File: config.mk
export PLATFORM = sky130hd
export DESIGN_NAME = status_frame_receiver_core
export DESIGN_NICKNAME = d
export VERILOG_FILES = /design/src/design/sfr_pkg.sv /design/src/design/sfr_input_stage.sv /design/src/design/sfr_parser.sv /design/src/design/sfr_output_stage.sv /design/src/design/status_frame_receiver_core.sv
export VERILOG_INCLUDE_DIRS = /design/src /design/src/design
export SDC_FILE = /design/constraint.sdc
export NUM_CORES = 1
export LEC_CHECK = 0
export ABC_AREA = 1
export BUFFER_PORTS_ARGS = -buffer_cell sky130_fd_sc_hd__buf_2
export CAP_MARGIN = 20
export CORE_MARGIN = 2
export CORE_UTILIZATION = 29
export CTS_BUF_LIST = sky130_fd_sc_hd__clkbuf_8
export CTS_CLUSTER_DIAMETER = 40
export DETAILED_ROUTE_END_ITERATION = 16
export PLACE_DENSITY = 0.42
export SLEW_MARGIN = 20
export SYNTH_ARGS = -nofsm -noshare
export SYNTH_HDL_FRONTEND = slang
export SYNTH_SLANG_ARGS = --single-unit
export TNS_END_PERCENT = 1
File: constraint.sdc
create_clock -name i_clk -period 14.18 [get_ports i_clk]
set_clock_uncertainty 0.05 [all_clocks]
set_input_delay 0.709 -clock i_clk [delete_from_list [all_inputs] [get_ports i_clk]]
set_output_delay 0.709 -clock i_clk [all_outputs]
set_load 0.005 [all_outputs]
File: src/design/assert_macros.svh
// assertion macros used by the receiver core design file
`ifndef ASSERT_MACROS_SVH
`define ASSERT_MACROS_SVH

`ifndef SYNTHESIS

// condition holds at every clock edge out of reset
`define ASSERT_ON(label, clk, rst_n, prop) \
    label: assert property (@(posedge clk) disable iff (!rst_n) (prop)) \
        else $error("%m: check failed");

// trigger in one cycle implies result in the next
`define ASSERT_NEXT(label, clk, rst_n, trig, res) \
    label: assert property (@(posedge clk) disable iff (!rst_n) (trig) |=> (res)) \
        else $error("%m: check failed");

`else

`define ASSERT_ON(label, clk, rst_n, prop)
`define ASSERT_NEXT(label, clk, rst_n, trig, res)

`endif

`endif

File: src/design/sfr_pkg.sv
`timescale 1ns / 1ps

package sfr_pkg;

    // frame geometry
    localparam int BODY_BYTES = 9;
    localparam int POS_W      = $clog2(BODY_BYTES + 2);
    localparam int IDX_W      = $clog2(BODY_BYTES);

    localparam logic [POS_W-1:0] POS_HUNT  = '0;
    localparam logic [POS_W-1:0] POS_FIRST = POS_W'(1);
    localparam logic [POS_W-1:0] POS_CRC   = POS_W'(BODY_BYTES + 1);

    // configuration register indexes
    localparam int CFG_IDX_W = 2;
    localparam logic [CFG_IDX_W-1:0] CFG_HEADER = 2'd0;
    localparam logic [CFG_IDX_W-1:0] CFG_POLY   = 2'd1;
    localparam logic [CFG_IDX_W-1:0] CFG_INIT   = 2'd2;

    // configuration reset values
    localparam logic [7:0] HEADER_RESET = 8'hAA;
    localparam logic [7:0] POLY_RESET   = 8'h07;
    localparam logic [7:0] INIT_RESET   = 8'h00;

    // output stream width, 132 field bits padded to whole bytes
    localparam int TDATA_W = 136;

    // one byte waiting in the input register
    typedef struct packed {
        logic       vld;
        logic [7:0] data;
    } t_sfr_item;

    // parser state seen by the top level
    typedef struct packed {
        logic             recompute;
        logic [POS_W-1:0] position;
    } t_sfr_status;

    // one result item
    typedef struct packed {
        logic               frame_ok;
        logic               running;
        logic               overcurrent;
        logic               overheat;
        logic               voltage_fault;
        logic [7:0]         temperature;
        logic [15:0]        angle_raw;
        logic signed [15:0] ang_speed;
        logic signed [15:0] current_raw;
        logic [7:0]         limit_applied;
        logic [31:0]        good_frames;
        logic [31:0]        bad_frames;
    } t_sfr_result;

    // crc-8 update by one byte, msb first, unreflected
    function automatic logic [7:0] crc8_byte(input logic [7:0] crc,
                                             input logic [7:0] data,
                                             input logic [7:0] poly);
        logic [7:0] c;
        c = crc ^ data;
        for (int k = 0; k < 8; k++) begin
            if (c[7]) begin
                c = {c[6:0], 1'b0} ^ poly;
            end else begin
                c = {c[6:0], 1'b0};
            end
        end
        return c;
    endfunction

endpackage

File: src/design/sfr_input_stage.sv
`timescale 1ns / 1ps

module sfr_input_stage (
    input  logic              i_clk,
    input  logic              i_rst_n,
    input  logic              i_valid,
    output logic              o_ready,
    input  logic [7:0]        i_data,
    input  logic              i_take,
    output sfr_pkg::t_sfr_item o_item
);

    logic       r_vld;
    logic [7:0] r_data;

    // free when empty or when the held byte moves on this cycle
    assign o_ready = !r_vld || i_take;

    // valid flag
    always_ff @(posedge i_clk) begin
        if (!i_rst_n) begin
            r_vld <= 1'b0;
        end else if (o_ready) begin
            r_vld <= i_valid;
        end
    end

    // byte register
    always_ff @(posedge i_clk) begin
        if (o_ready && i_valid) begin
            r_data <= i_data;
        end
    end

    assign o_item.vld  = r_vld;
    assign o_item.data = r_data;

endmodule

File: src/design/sfr_parser.sv
`timescale 1ns / 1ps

module sfr_parser (
    input  logic                                i_clk,
    input  logic                                i_rst_n,
    input  sfr_pkg::t_sfr_item                  i_item,
    input  logic                                i_out_free,
    output logic                                o_take,
    input  logic                                i_cfg_valid,
    input  logic [sfr_pkg::CFG_IDX_W-1:0]       i_cfg_index,
    input  logic [7:0]                          i_cfg_data,
    output logic                                o_res_vld,
    output sfr_pkg::t_sfr_result                o_res,
    output sfr_pkg::t_sfr_status                o_status
);

    // configuration registers
    logic [7:0] r_header;
    logic [7:0] r_poly;
    logic [7:0] r_init;

    // frame state
    logic [sfr_pkg::POS_W-1:0] r_pos, n_pos;
    logic [7:0]                r_crc, n_crc;
    logic                      r_rcmp, n_rcmp;
    logic [sfr_pkg::IDX_W-1:0] r_rcnt, n_rcnt;
    logic [7:0]                r_store [sfr_pkg::BODY_BYTES];

    // held values and counters
    logic [3:0]  r_flags, n_flags;
    logic [7:0]  r_temp, n_temp;
    logic [15:0] r_angle, n_angle;
    logic [15:0] r_speed, n_speed;
    logic [15:0] r_current, n_current;
    logic [7:0]  r_limit, n_limit;
    logic [31:0] r_good, n_good;
    logic [31:0] r_bad, n_bad;

    logic       w_store_we;
    logic       w_ok;
    logic       w_cfg_crc;
    logic [7:0] w_new_init;
    logic [sfr_pkg::IDX_W-1:0] w_wr_idx;

    // no byte moves in a cycle that restarts the crc
    assign o_take = i_item.vld && i_out_free && !r_rcmp && !w_cfg_crc;

    // a polynomial or initial value write restarts the crc of a frame in flight
    assign w_cfg_crc  = i_cfg_valid &&
                        (i_cfg_index == sfr_pkg::CFG_POLY || i_cfg_index == sfr_pkg::CFG_INIT);
    assign w_new_init = (i_cfg_valid && i_cfg_index == sfr_pkg::CFG_INIT) ? i_cfg_data : r_init;
    assign w_wr_idx   = sfr_pkg::IDX_W'(r_pos - sfr_pkg::POS_FIRST);

    // configuration write transaction
    always_ff @(posedge i_clk) begin
        if (!i_rst_n) begin
            r_header <= sfr_pkg::HEADER_RESET;
            r_poly   <= sfr_pkg::POLY_RESET;
            r_init   <= sfr_pkg::INIT_RESET;
        end else if (i_cfg_valid) begin
            case (i_cfg_index)
                sfr_pkg::CFG_HEADER: r_header <= i_cfg_data;
                sfr_pkg::CFG_POLY:   r_poly   <= i_cfg_data;
                sfr_pkg::CFG_INIT:   r_init   <= i_cfg_data;
                default: ;
            endcase
        end
    end

    // frame parsing and crc
    always_comb begin
        n_pos     = r_pos;
        n_crc     = r_crc;
        n_rcmp    = r_rcmp;
        n_rcnt    = r_rcnt;
        n_flags   = r_flags;
        n_temp    = r_temp;
        n_angle   = r_angle;
        n_speed   = r_speed;
        n_current = r_current;
        n_limit   = r_limit;
        n_good    = r_good;
        n_bad     = r_bad;
        w_store_we = 1'b0;
        w_ok       = 1'b0;
        o_res_vld  = 1'b0;

        if (o_take) begin
            if (r_pos == sfr_pkg::POS_HUNT) begin
                if (i_item.data == r_header) begin
                    n_pos = sfr_pkg::POS_FIRST;
                    n_crc = r_init;
                end
            end else if (r_pos == sfr_pkg::POS_CRC) begin
                // crc byte: check and unpack
                w_ok      = (r_crc == i_item.data);
                n_pos     = sfr_pkg::POS_HUNT;
                o_res_vld = 1'b1;
                if (w_ok) begin
                    n_flags   = r_store[0][3:0];
                    n_temp    = r_store[1];
                    n_angle   = {r_store[2], r_store[3]};
                    n_speed   = {r_store[4], r_store[5]};
                    n_current = {r_store[6], r_store[7]};
                    n_limit   = r_store[8];
                    n_good    = r_good + 32'd1;
                end else begin
                    n_bad = r_bad + 32'd1;
                end
            end else begin
                // body byte
                w_store_we = 1'b1;
                n_crc      = sfr_pkg::crc8_byte(r_crc, i_item.data, r_poly);
                n_pos      = r_pos + sfr_pkg::POS_W'(1);
            end
        end

        // replay of the stored body, one byte a cycle
        if (r_rcmp) begin
            n_crc  = sfr_pkg::crc8_byte(r_crc, r_store[r_rcnt], r_poly);
            n_rcnt = r_rcnt + sfr_pkg::IDX_W'(1);
            if (sfr_pkg::POS_W'(r_rcnt) + sfr_pkg::POS_W'(2) == r_pos) begin
                n_rcmp = 1'b0;
            end
        end

        if (w_cfg_crc && r_pos != sfr_pkg::POS_HUNT) begin
            n_crc  = w_new_init;
            n_rcnt = '0;
            n_rcmp = (r_pos > sfr_pkg::POS_FIRST);
        end
    end

    // control state
    always_ff @(posedge i_clk) begin
        if (!i_rst_n) begin
            r_pos     <= sfr_pkg::POS_HUNT;
            r_crc     <= '0;
            r_rcmp    <= 1'b0;
            r_rcnt    <= '0;
            r_flags   <= '0;
            r_temp    <= '0;
            r_angle   <= '0;
            r_speed   <= '0;
            r_current <= '0;
            r_limit   <= '0;
            r_good    <= '0;
            r_bad     <= '0;
        end else begin
            r_pos     <= n_pos;
            r_crc     <= n_crc;
            r_rcmp    <= n_rcmp;
            r_rcnt    <= n_rcnt;
            r_flags   <= n_flags;
            r_temp    <= n_temp;
            r_angle   <= n_angle;
            r_speed   <= n_speed;
            r_current <= n_current;
            r_limit   <= n_limit;
            r_good    <= n_good;
            r_bad     <= n_bad;
        end
    end

    // body store
    always_ff @(posedge i_clk) begin
        if (w_store_we) begin
            r_store[w_wr_idx] <= i_item.data;
        end
    end

    // result from the values held after this frame
    assign o_res.frame_ok      = w_ok;
    assign o_res.running       = n_flags[0];
    assign o_res.overcurrent   = n_flags[3];
    assign o_res.overheat      = n_flags[2];
    assign o_res.voltage_fault = n_flags[1];
    assign o_res.temperature   = n_temp;
    assign o_res.angle_raw     = n_angle;
    assign o_res.ang_speed     = $signed(n_speed);
    assign o_res.current_raw   = $signed(n_current);
    assign o_res.limit_applied = n_limit;
    assign o_res.good_frames   = n_good;
    assign o_res.bad_frames    = n_bad;

    assign o_status.recompute = r_rcmp;
    assign o_status.position  = r_pos;

endmodule

File: src/design/sfr_output_stage.sv
`timescale 1ns / 1ps

module sfr_output_stage (
    input  logic                 i_clk,
    input  logic                 i_rst_n,
    input  logic                 i_res_vld,
    input  sfr_pkg::t_sfr_result i_res,
    output logic                 o_free,
    output logic                 o_tvalid,
    input  logic                 i_tready,
    output sfr_pkg::t_sfr_result o_res
);

    logic                 r_vld;
    sfr_pkg::t_sfr_result r_res;

    // a new result may enter when empty or when this one leaves
    assign o_free = !r_vld || i_tready;

    // valid flag
    always_ff @(posedge i_clk) begin
        if (!i_rst_n) begin
            r_vld <= 1'b0;
        end else if (i_res_vld) begin
            r_vld <= 1'b1;
        end else if (i_tready) begin
            r_vld <= 1'b0;
        end
    end

    // result payload
    always_ff @(posedge i_clk) begin
        if (i_res_vld) begin
            r_res <= i_res;
        end
    end

    assign o_tvalid = r_vld;
    assign o_res    = r_res;

endmodule

File: src/design/status_frame_receiver_core.sv
`timescale 1ns / 1ps
// status frame receiver
// s_axis carries one received serial byte per transaction. The block hunts for
// the header byte, collects the body bytes and a crc-8 byte, and checks the crc.
// Each complete frame, good or bad, gives one transaction on m_axis: tuser is
// frame_ok, tdata holds the held status values and the good and bad counts.
// Other bytes give no output.
// Throughput is one byte per cycle unless the parser stalls (output full, crc
// replay, cfg write), the crc advancing one byte per accepted byte. m_axis_tvalid
// rises when the crc byte is parsed from the input into the output register.
// The cfg channel is always ready. A polynomial or initial value write holds
// any byte in the input register for that cycle and, while a frame is in
// flight, replays the stored body through the crc, one byte a cycle, so
// s_axis_tready can stay low for the write cycle and through the replay.
// Reset clears the configuration to its defaults, returns to header hunting
// and zeroes the held values and counts; no clearing pass is needed.
// While m_axis_tready is low one result waits in the output register and the
// parser takes no byte, so s_axis takes at most one more byte and then stalls.
`include "assert_macros.svh"

module status_frame_receiver_core (
    input  logic                                i_clk,
    input  logic                                i_rst_n,
    // input stream, tdata: rx_byte[7:0]
    input  logic                                s_axis_tvalid,
    output logic                                s_axis_tready,
    input  logic [7:0]                          s_axis_tdata,
    // output stream, tdata from bit 0 up: running, overcurrent, overheat,
    // voltage_fault, temperature[7:0], angle_raw[15:0], ang_speed[15:0],
    // current_raw[15:0], limit_applied[7:0], good_frames[31:0],
    // bad_frames[31:0], zero padding
    output logic                                m_axis_tvalid,
    input  logic                                m_axis_tready,
    output logic [sfr_pkg::TDATA_W-1:0]         m_axis_tdata,
    // tuser: frame_ok
    output logic [0:0]                          m_axis_tuser,
    // configuration write channel
    input  logic                                i_cfg_valid,
    output logic                                o_cfg_ready,
    input  logic [sfr_pkg::CFG_IDX_W-1:0]       i_cfg_index,
    input  logic [7:0]                          i_cfg_data
);

    sfr_pkg::t_sfr_item   w_item;
    sfr_pkg::t_sfr_status w_status;
    sfr_pkg::t_sfr_result w_res;
    sfr_pkg::t_sfr_result w_out;
    logic                 w_take;
    logic                 w_res_vld;
    logic                 w_out_free;

    assign o_cfg_ready = 1'b1;

    // input register
    sfr_input_stage u_input (
        .i_clk   (i_clk),
        .i_rst_n (i_rst_n),
        .i_valid (s_axis_tvalid),
        .o_ready (s_axis_tready),
        .i_data  (s_axis_tdata),
        .i_take  (w_take),
        .o_item  (w_item)
    );

    // frame parser
    sfr_parser u_parser (
        .i_clk       (i_clk),
        .i_rst_n     (i_rst_n),
        .i_item      (w_item),
        .i_out_free  (w_out_free),
        .o_take      (w_take),
        .i_cfg_valid (i_cfg_valid && o_cfg_ready),
        .i_cfg_index (i_cfg_index),
        .i_cfg_data  (i_cfg_data),
        .o_res_vld   (w_res_vld),
        .o_res       (w_res),
        .o_status    (w_status)
    );

    // output register
    sfr_output_stage u_output (
        .i_clk     (i_clk),
        .i_rst_n   (i_rst_n),
        .i_res_vld (w_res_vld),
        .i_res     (w_res),
        .o_free    (w_out_free),
        .o_tvalid  (m_axis_tvalid),
        .i_tready  (m_axis_tready),
        .o_res     (w_out)
    );

    // pack the result fields
    assign m_axis_tdata = {4'b0000,
                           w_out.bad_frames,
                           w_out.good_frames,
                           w_out.limit_applied,
                           w_out.current_raw,
                           w_out.ang_speed,
                           w_out.angle_raw,
                           w_out.temperature,
                           w_out.voltage_fault,
                           w_out.overheat,
                           w_out.overcurrent,
                           w_out.running};
    assign m_axis_tuser = w_out.frame_ok;

    // checks
    `ASSERT_ON(a_pos_range, i_clk, i_rst_n, w_status.position <= sfr_pkg::POS_CRC)
    `ASSERT_ON(a_replay_pos, i_clk, i_rst_n, !w_status.recompute || w_status.position > sfr_pkg::POS_FIRST)
    `ASSERT_ON(a_no_take_replay, i_clk, i_rst_n, !(w_status.recompute && w_take))
    `ASSERT_NEXT(a_result_out, i_clk, i_rst_n, w_res_vld, m_axis_tvalid)

endmodule

Word-level counts from Yosys, hierarchy flattened
Memories as Yosys holds them, arrays and structs flattened. A register that Yosys moved wholly into a read port is not among the register bits.
Index checks and enable logic that the tools add are counted.
{ "word_totals": {"mem_count": 1, "inputBits": 23, "mem_bits_ro": 0, "out_inout_bits": 140, "latch_bits": 0, "regBits": 316, "ramBits": 72} }
{ "mem_list": {"columns": ["name", "words", "word_bits", "rd", "rd_ports_with_merged_regs", "write_ports", "line_no", "source"], "rows": [
  ["u_parser.r_store", 9, 8, 10, 1, 1, "sfr_parser.sv:27", "logic [7:0] r_store [sfr_pkg::BODY_BYTES];"]
]} }
{ "classes": {"n_mux": 101, "div_mod_pow": 0, "add_sub_neg": 6, "shift": 0, "mul": 0, "reduce_logical": 26, "order_cmp": 1, "n_eq_ne": 9, "bitwise_logic": 21} }
{ "ops": {"columns": ["op", "count"], "rows": [
  ["8-bit two-way mux", 59],
  ["32-bit two-way mux", 8],
  ["16-bit two-way mux", 12],
  ["8-bit bitwise XOR", 18],
  ["32-bit by 1-bit adder with 32-bit output (second input constant)", 2],
  ["4-bit two-way mux", 9],
  ["8-bit == test", 2],
  ["1-bit two-way mux", 13],
  ["4-bit by 1-bit adder with 4-bit output (second input constant)", 2],
  ["2-bit AND reduction", 4],
  ["1-bit logical AND", 7],
  ["4-bit by 2-bit adder with 4-bit output (second input constant)", 1],
  ["4-bit == test", 1],
  ["4-bit == test (second input constant)", 1],
  ["4-bit by 1-bit > comparator with 1-bit output (second input constant)", 1],
  ["1-bit logical NOT", 4],
  ["4-bit logical NOT", 1],
  ["4-bit by 2-bit inequality test with 1-bit output (second input constant)", 1],
  ["4-bit by 3-bit inequality test with 1-bit output (second input constant)", 1],
  ["4-bit nonzero test", 1],
  ["4-bit by 1-bit subtractor with 4-bit output (second input constant)", 1],
  ["1-bit logical OR", 3],
  ["1-bit NOT", 3],
  ["3-bit AND reduction", 1],
  ["other kinds (8)", 8]
]} }

Logic depth before layout (Yosys ltp)
Gate-level depths: netlist of the first run.
{ "depth": {"ltp_word": 43, "ltp_mapped": 40, "depth_no_buf": 37} }

Cells and area by module
From an unflattened synthesis of the first run, not the netlist that was laid out.
{ "hier_totals": {"hier_cells": 2266, "area_unflattened_um2": 20423.3} }
{ "by_module_without_submodules": {"columns": ["mod", "n_inst", "cells_each", "area_per_inst_um2", "seq_area_each_um2"], "rows": [
  ["sfr_parser", 1, 2104, 16039.1, 7387.1],
  ["sfr_output_stage", 1, 139, 4040.1, 4013.8],
  ["sfr_input_stage", 1, 16, 299.0, 260.2],
  ["status_frame_receiver_core", 1, 7, 45.0, 0.0]
]} }

Worst setup path after synthesis of the first run
OpenSTA, ideal clock, no wires.
{ "synth_timing": {"kind": "input port to flip-flop", "start": "in i_cfg_index[0] in the netlist's numbering", "end": "reg u_output.r_res (netlist bit u_output.o_res[61]) (data pin)", "stages": 19, "t_required_ps": 13868, "t_arrival_ps": 9212, "setup_slack_ps": 4656, "path_cell_list": "inv_1 > ha_1 > nand2_1 > nand4_1 > nor2_1 > inv_1 > nor2_1 > inv_1 > nor2_1 > nand3_1 > nor2_1 > nand3_1 > nor3_1 > nand2_1 > nor2_1 > inv_1 > nor2_1 > nand2_1 > xor2_1"} }
{ "synth_lines": {"columns": ["element", "line_no", "source"], "rows": [
  ["from (decl)", "status_frame_receiver_core.sv:40", "input logic [sfr_pkg::CFG_IDX_W-1:0] i_cfg_index,"],
  ["to (signal assigned)", "sfr_output_stage.sv:34", "r_res <= i_res;"],
  ["to (decl)", "sfr_output_stage.sv:15", "sfr_pkg::t_sfr_result r_res;"]
]} }

==> flow_summary.json, run 1 <==
{
  "cts.sinks": 448,
  "via_per_inst": 4.40,
  "routed_wl_mm": 56.5,
  "wl_per_cell_um": 16.2,
  "maxSlewViolCount": 0,
  "num_rows": 98,
  "drv_cap": 0,
  "setup_viol": 0,
  "dr.pass1.iters": 7,
  "grt_pass1_vias": 15311,
  "start_util": 0.291,
  "crit_path_start_kind": "flip-flop",
  "clkTransAtPathRegs_ps": 60,
  "fin_crit_sh": 0.413,
  "synth-main-ff-cell": "edfxtp_1",
  "grtUsageTotal": 0.153,
  "critical_path_class": "reg2reg",
  "grt_pass1_wl_mm": 88.1,
  "cpPeakStageDelay_ps": 510,
  "rsz0062_at_grt": "false",
  "syn_area_per_cell_um2": 9.15,
  "ir_worst_vdd_mv": 0.0584,
  "drive_gt1_frac": 0.169,
  "hpwl_mm": 38.6,
  "place.gp.congestion": 0.824,
  "setup_tns_ps": 0,
  "cts_hold_buf": 0,
  "synth_edf_count": 269,
  "synthCells": 2265,
  "insertion_delay_ps": 690,
  "endpoint_kind": "flip-flop",
  "syn2layout_area_growth_pct": 17.8,
  "dieArea_um2": 73600,
  "numCtsBuffers": 93,
  "post-route-min-period_ps": 5860,
  "slowest_stage": "buf_4",
  "worstPathArrival_ps": 6340,
  "portBuffers": 157,
  "fin_total_pwr_mw": 2.99,
  "worstMarginPinSlew_ps": 1060,
  "cts_resized": 0,
  "status": "complete, no violations",
  "holdCritPathClass": "in2reg",
  "tritoncts": "yes",
  "ys_seq_elements": 448,
  "ant_nets": 0,
  "ys_seq_area_frac": 0.563,
  "drcViolationCount": 0,
  "cellPowerDensity_nw_per_um2": 122,
  "vias": 15378,
  "io_pins": 163,
  "post-route-util": 0.343,
  "clk_path_buf_depth": 3,
  "coreArea_um2": 71100,
  "yosys.cell_types.count": 49,
  "fmax_mhz": 171,
  "die_w_um": 271,
  "htree_levels": 3,
  "yosys_warnings": 0,
  "grt_max_degree": 129,
  "slew_headroom": 0.291,
  "cp_max_fo": 65,
  "grt_antenna_before_repair": 2,
  "async_reset_ff_frac": 0,
  "required_ps": 14650,
  "nNetsFinal": 2494,
  "synthesis.area_um2": 20700,
  "fp.dieH_um": 271,
  "hp-start": "s_axis_tdata[5]",
  "crit_top_cell": "nand2_1",
  "hold_viol": 0,
  "overflow": 0,
  "post_cts_buffers": 0,
  "drtIter0Drc": 899,
  "root_buffer": "clkbuf_8",
  "leakage_nw": 9.74
}
critical path, delay by kind of cell (launching register included):
family | cells | cell delay (ps)
buffers and inverters | 4 | 1110
flip-flops | 1 | 310
AO/OA/AOI/OAI | 1 | 50
AND/OR/NAND/NOR | 28 | 4150
power breakdown:
part | total (mW) | switching (mW) | internal (mW)
Sequential | 1.39 | 0.00569 | 1.38
Clock | 1.39 | 0.594 | 0.797
Combinational | 0.207 | 0.140 | 0.0668
Total | 2.99 | 0.739 | 2.25
path summary, 6_finish.rpt:
| check | depth (start not counted) | end | slack [ps] |
|---|---|---|---|
| worst max-delay path | 33 | u_parser.r_crc[3]$_SDFFE_PN0P_ | 8320 |
| worst min-delay path | 1 | u_input.r_data[5]$_DFFE_PP_ | 170 |
| worst max register to register | 33 | u_parser.r_crc[3]$_SDFFE_PN0P_ | 8320 |
| worst min register to register | 2 | u_parser.r_header[1]$_SDFFE_PN1P_ | 440 |
metrics by stage:
| stage | worst slack [ps] | instance area, um^2 | hold WS (ps) | cells |
|---|---|---|---|---|
| 3_3_place_gp | 8630 | 22500 | 438 | 3319 |
| 6_report | 8320 | 24400 | 172 | 3496 |
| 3_5_place_dp | 8400 | 22500 | 433 | 3319 |
| 5_1_grt | 7500 | 24400 | 114 | 3496 |
| 2_1_floorplan | 4660 | 20800 | 413 | 2284 |
| 4_1_cts | 8350 | 24400 | 99.8 | 3493 |
per-layer routing:
metal / routed length [um] / track usage / up-vias / part of all wire
met5: 0 / 0 / - / 0
met4: 1210 / 0.0510 / 0 / 0.021
met3: 2550 / 0.0303 / 84 / 0.045
met2: 26000 / 0.246 / 297 / 0.46
met1: 26800 / 0.207 / 7194 / 0.47
li1: - / - / 7803 / -
layout make-up:
class / instances / area (um^2)
inverters: 357 / 1350
clock buffers: 102 / 1400
flip-flops and latches: 448 / 11700
multi-input cells: 1384 / 7310
well taps: 950 / 1190
diodes: 3 / 7.51
clock inverters: 72 / 537
repair buffers: 180 / 958
fillers: 7457 / 46700
cell families after synthesis:
logic type,after synthesis,share of synthesized area
adder cells (fa/ha/maj),7,0.00423
AO/OA/AOI/OAI,310,0.0857
XOR/XNOR,134,0.0586
AND/OR/NAND/NOR,905,0.196
buffers and inverters,452,0.0888
multiplexers,7,0.00338
flip-flops,448,0.563
other,2,0.000362
synthesized netlist by cell type, types with 2 or more instances:
library cell	number	area [um^2]
a211oi_1	71	533
a21oi_1	139	696
a31oi_1	2	12.5
and2_1	5	31.3
buf_1	5	18.8
buf_2	14	70.1
buf_4	18	135
buf_6	3	33.8
clkbuf_1	52	195
clkbuf_8	3	41.3
conb_1	2	7.51
dfxtp_1	179	3580
edfxtp_1	269	8080
ha_1	7	87.6
inv_1	344	1290
inv_2	10	37.5
inv_4	2	12.5
mux2i_1	7	70.1
nand2_1	372	1400
nand2_2	12	75.1
nand2_4	4	45.0
nand3_1	174	871
nand3_2	5	50.1
nand4_1	25	156
nor2_1	186	698
nor3_1	32	160
nor4_1	9	56.3
o211ai_1	11	82.6
o21ai_0	79	395
o21ai_1	3	15.0
or2_2	72	450
or4_1	2	15.0
xnor2_1	40	350
xor2_1	90	788
xor2_2	3	48.8
registers in the layout (all words and copies together) (netlist names), named ones only:
signal              cells
u_parser.r_good        32
u_input.r_vld           1
u_parser.r_temp         8
u_parser.r_rcnt         4
u_parser.r_poly         8
u_parser.r_angle       16
u_parser.r_rcmp         1
u_parser.r_pos          4
u_parser.r_header       8
u_parser.r_crc          8
u_parser.r_init         8
u_input.r_data          8
u_output.o_tvalid       1
u_parser.r_flags        4
u_output.o_res        133
u_parser.r_speed       16
u_parser.r_store      128
u_parser.r_current     16
u_parser.r_bad         32
u_parser.r_limit        8
cell usage in the layout, fill, tap and decap left out, types with 71 or more instances in the layout:
master	instances
o21ai_0	79
dfxtp_1	178
nor2_1	184
nand3_1	174
a21oi_1	139
or2_2	72
inv_1	378
a211oi_1	71
xor2_1	90
edfxtp_1	269
nand2_1	372
buf_2	157
clkbuf_8	102
Power figures use the tool's default switching activity.
==> inputs of run 2 (changes only) <==
Settings changed: PLACE_DENSITY 0.42 to 0.44.
Clock period 14.18 ns to 5.3 ns, I/O delays scaled along.
==> run 2 against run 1 <==
Worst hold slack got worse by 100 ps. Utilization up 0.23 points. Final cell count increased by 0.40%. Power rose to 2.6 times the previous value. Setup slack lost 7600 ps. Wire length increased by 0.99%. Count of clock-buffer cells in the layout decreased by 7.
==> flow_summary.json, run 2 (synthesis results as in run 1) <==
{
  "holdCritPathClass": "in2reg",
  "setup_tns_ps": 0,
  "largest_reg_flops": 133,
  "fp.dieH_um": 271,
  "fmax_mhz": 217,
  "hold_slack_ps": 67.5,
  "critical_path_class": "reg2reg",
  "endpoint_kind": "flip-flop",
  "drive_gt1_frac": 0.170,
  "combPwrFrac": 0.073,
  "routed_wl_mm": 57.1,
  "ant_nets": 0,
  "insertion_delay_ps": 660,
  "dr.max_layer_used": "met4",
  "cpPeakStageDelay_ps": 370,
  "intPower_mw": 5.86,
  "start_util": 0.291,
  "num_rows": 98,
  "grt_pass1_wl_mm": 87.5,
  "clkTransAtPathRegs_ps": 60,
  "place.gp.congestion": 0.809,
  "slowest_stage": "dfxtp_1",
  "grt_max_degree": 208,
  "setup_viol": 0,
  "numCtsBuffers": 89,
  "nNetsFinal": 2514,
  "syn2layout_area_growth_pct": 18.6,
  "maxSlewViolCount": 0,
  "dieArea_um2": 73600,
  "clockPowerShare": 0.454,
  "worstMarginPinSlew_ps": 1100,
  "wl_met3_mm": 2.54,
  "die_w_um": 271,
  "status": "complete, no violations",
  "root_buffer": "clkbuf_8",
  "hold_viol": 0,
  "slew_headroom": 0.261,
  "power_frac_seq": 0.474,
  "cp_max_fo": 27,
  "tritoncts": "yes",
  "leakage_nw": 9.76,
  "ir_worst_vdd_mv": 0.166,
  "drtIter0Drc": 937,
  "vias": 15659,
  "final_common_cell": "nand2_1",
  "portBuffers": 157,
  "post-route-min-period_ps": 4600,
  "htree_levels": 3,
  "overflow": 0,
  "rsz0062_at_grt": "false",
  "power.share.switching": 0.252,
  "grt_pass1_vias": 15328,
  "layout_common_cells": "370 x nand2_1, 367 x inv_1, 269 x edfxtp_1",
  "io_pins": 163,
  "wl_met1_mm": 25.9,
  "worstPathArrival_ps": 5070,
  "post_cts_buffers": 0,
  "clk_path_buf_depth": 3,
  "cellPowerDensity_nw_per_um2": 319,
  "grtUsageTotal": 0.152,
  "via_per_inst": 4.46,
  "hpwl_mm": 39.0,
  "drv_cap": 0,
  "cts.sinks": 448,
  "required_ps": 5770,
  "p_sw_mw": 1.97,
  "dr_wl_met2_mm": 26.7,
  "dr.pass1.iters": 5,
  "fin_crit_sh": 0.868,
  "drcViolationCount": 0,
  "wl_per_cell_um": 16.3,
  "crit_top_cell": "nand2_1",
  "grt_antenna_before_repair": 1,
  "crit_path_start_kind": "flip-flop",
  "coreArea_um2": 71100,
  "fillers": 7366
}
## run 2: cell count changes in the layout (fill, tap and decap cells not counted), moves of 4 or more
| cell | previous run | this run |
|---|---|---|
| dlygate4sd3_1 | 0 | 18 |
| clkinv_4 | 0 | 4 |
| clkbuf_8 | 102 | 95 |
| clkinv_1 | 9 | 13 |
| buf_12 | 0 | 4 |
| inv_1 | 378 | 367 |
## run 2: cell type report
type / count / area [um^2] / share of cell area
Sequential cell: 448 / 11700 / 0.474
Antenna cell: 2 / 5.00 / 0.000204
Tap cell: 950 / 1190 / 0.0483
Clock buffer: 95 / 1310 / 0.0532
Timing Repair Buffer: 204 / 1230 / 0.0502
Inverter: 357 / 1350 / 0.0548
Multi-Input combinational cell: 1384 / 7320 / 0.298
Clock inverter: 70 / 520 / 0.0212
## run 2: stage by stage
stage	util	setup WS [ps]	instance area, um^2	total power [mW]	instances
4_1_cts	0.345	565	24600	7.97	3508
2_1_floorplan	-	112	20800	4.20	2284
3_5_place_dp	0.317	587	22600	4.34	3325
3_3_place_gp	0.317	776	22600	4.34	3325
6_report	0.346	702	24600	7.84	3510
5_1_grt	0.346	147	24600	8.19	3510
## run 2: routing by layer
metal	vias up	GRT usage
met5	-	0
met3	107	0.0290
met4	0	0.0658
li1	7848	-
met2	339	0.250
met1	7365	0.196
## run 2: final timing paths
kind | slack (ps) | startpoint | to | depth (start not counted)
worst max-delay path | 700 | flip-flop | u_parser.r_crc[3]$_SDFFE_PN0P_ | 30
worst min-delay path | 70 | i_rst_n | u_parser.r_header[3]$_SDFFE_PN1P_ | 2
worst max register to register | 700 | flip-flop | u_parser.r_crc[3]$_SDFFE_PN0P_ | 30
worst min register to register | 450 | u_parser.r_header[3]$_SDFFE_PN1P_ | u_parser.r_header[3]$_SDFFE_PN1P_ | 2
## run 2: power by group through the flow
stage / Sequential, mW / Clock, mW / Combinational, mW
final: 3.71 / 3.56 / 0.570
after detailed placement: 3.78 / 0 / 0.559
after global routing: 3.71 / 3.84 / 0.638
after global placement: 3.79 / 0 / 0.551
after CTS: 3.71 / 3.68 / 0.572
after floorplan: 3.79 / 0 / 0.416
## run 2: critical path, delay by kind of cell, from the launching register on
kind,cells,cell delay [ps]
compound gates,1,50
buf+inv,2,390
flops,1,370
simple gates,27,3560
## run 2: repair_timing
| item | CTS | global route |
|---|---|---|
| gates resized for setup | 0 | 3 |
| endpoints found under the hold margin | 36 | 0 |
| hold buffers | 18 | 0 |
| setup endpoints to repair | 0 | 7 |
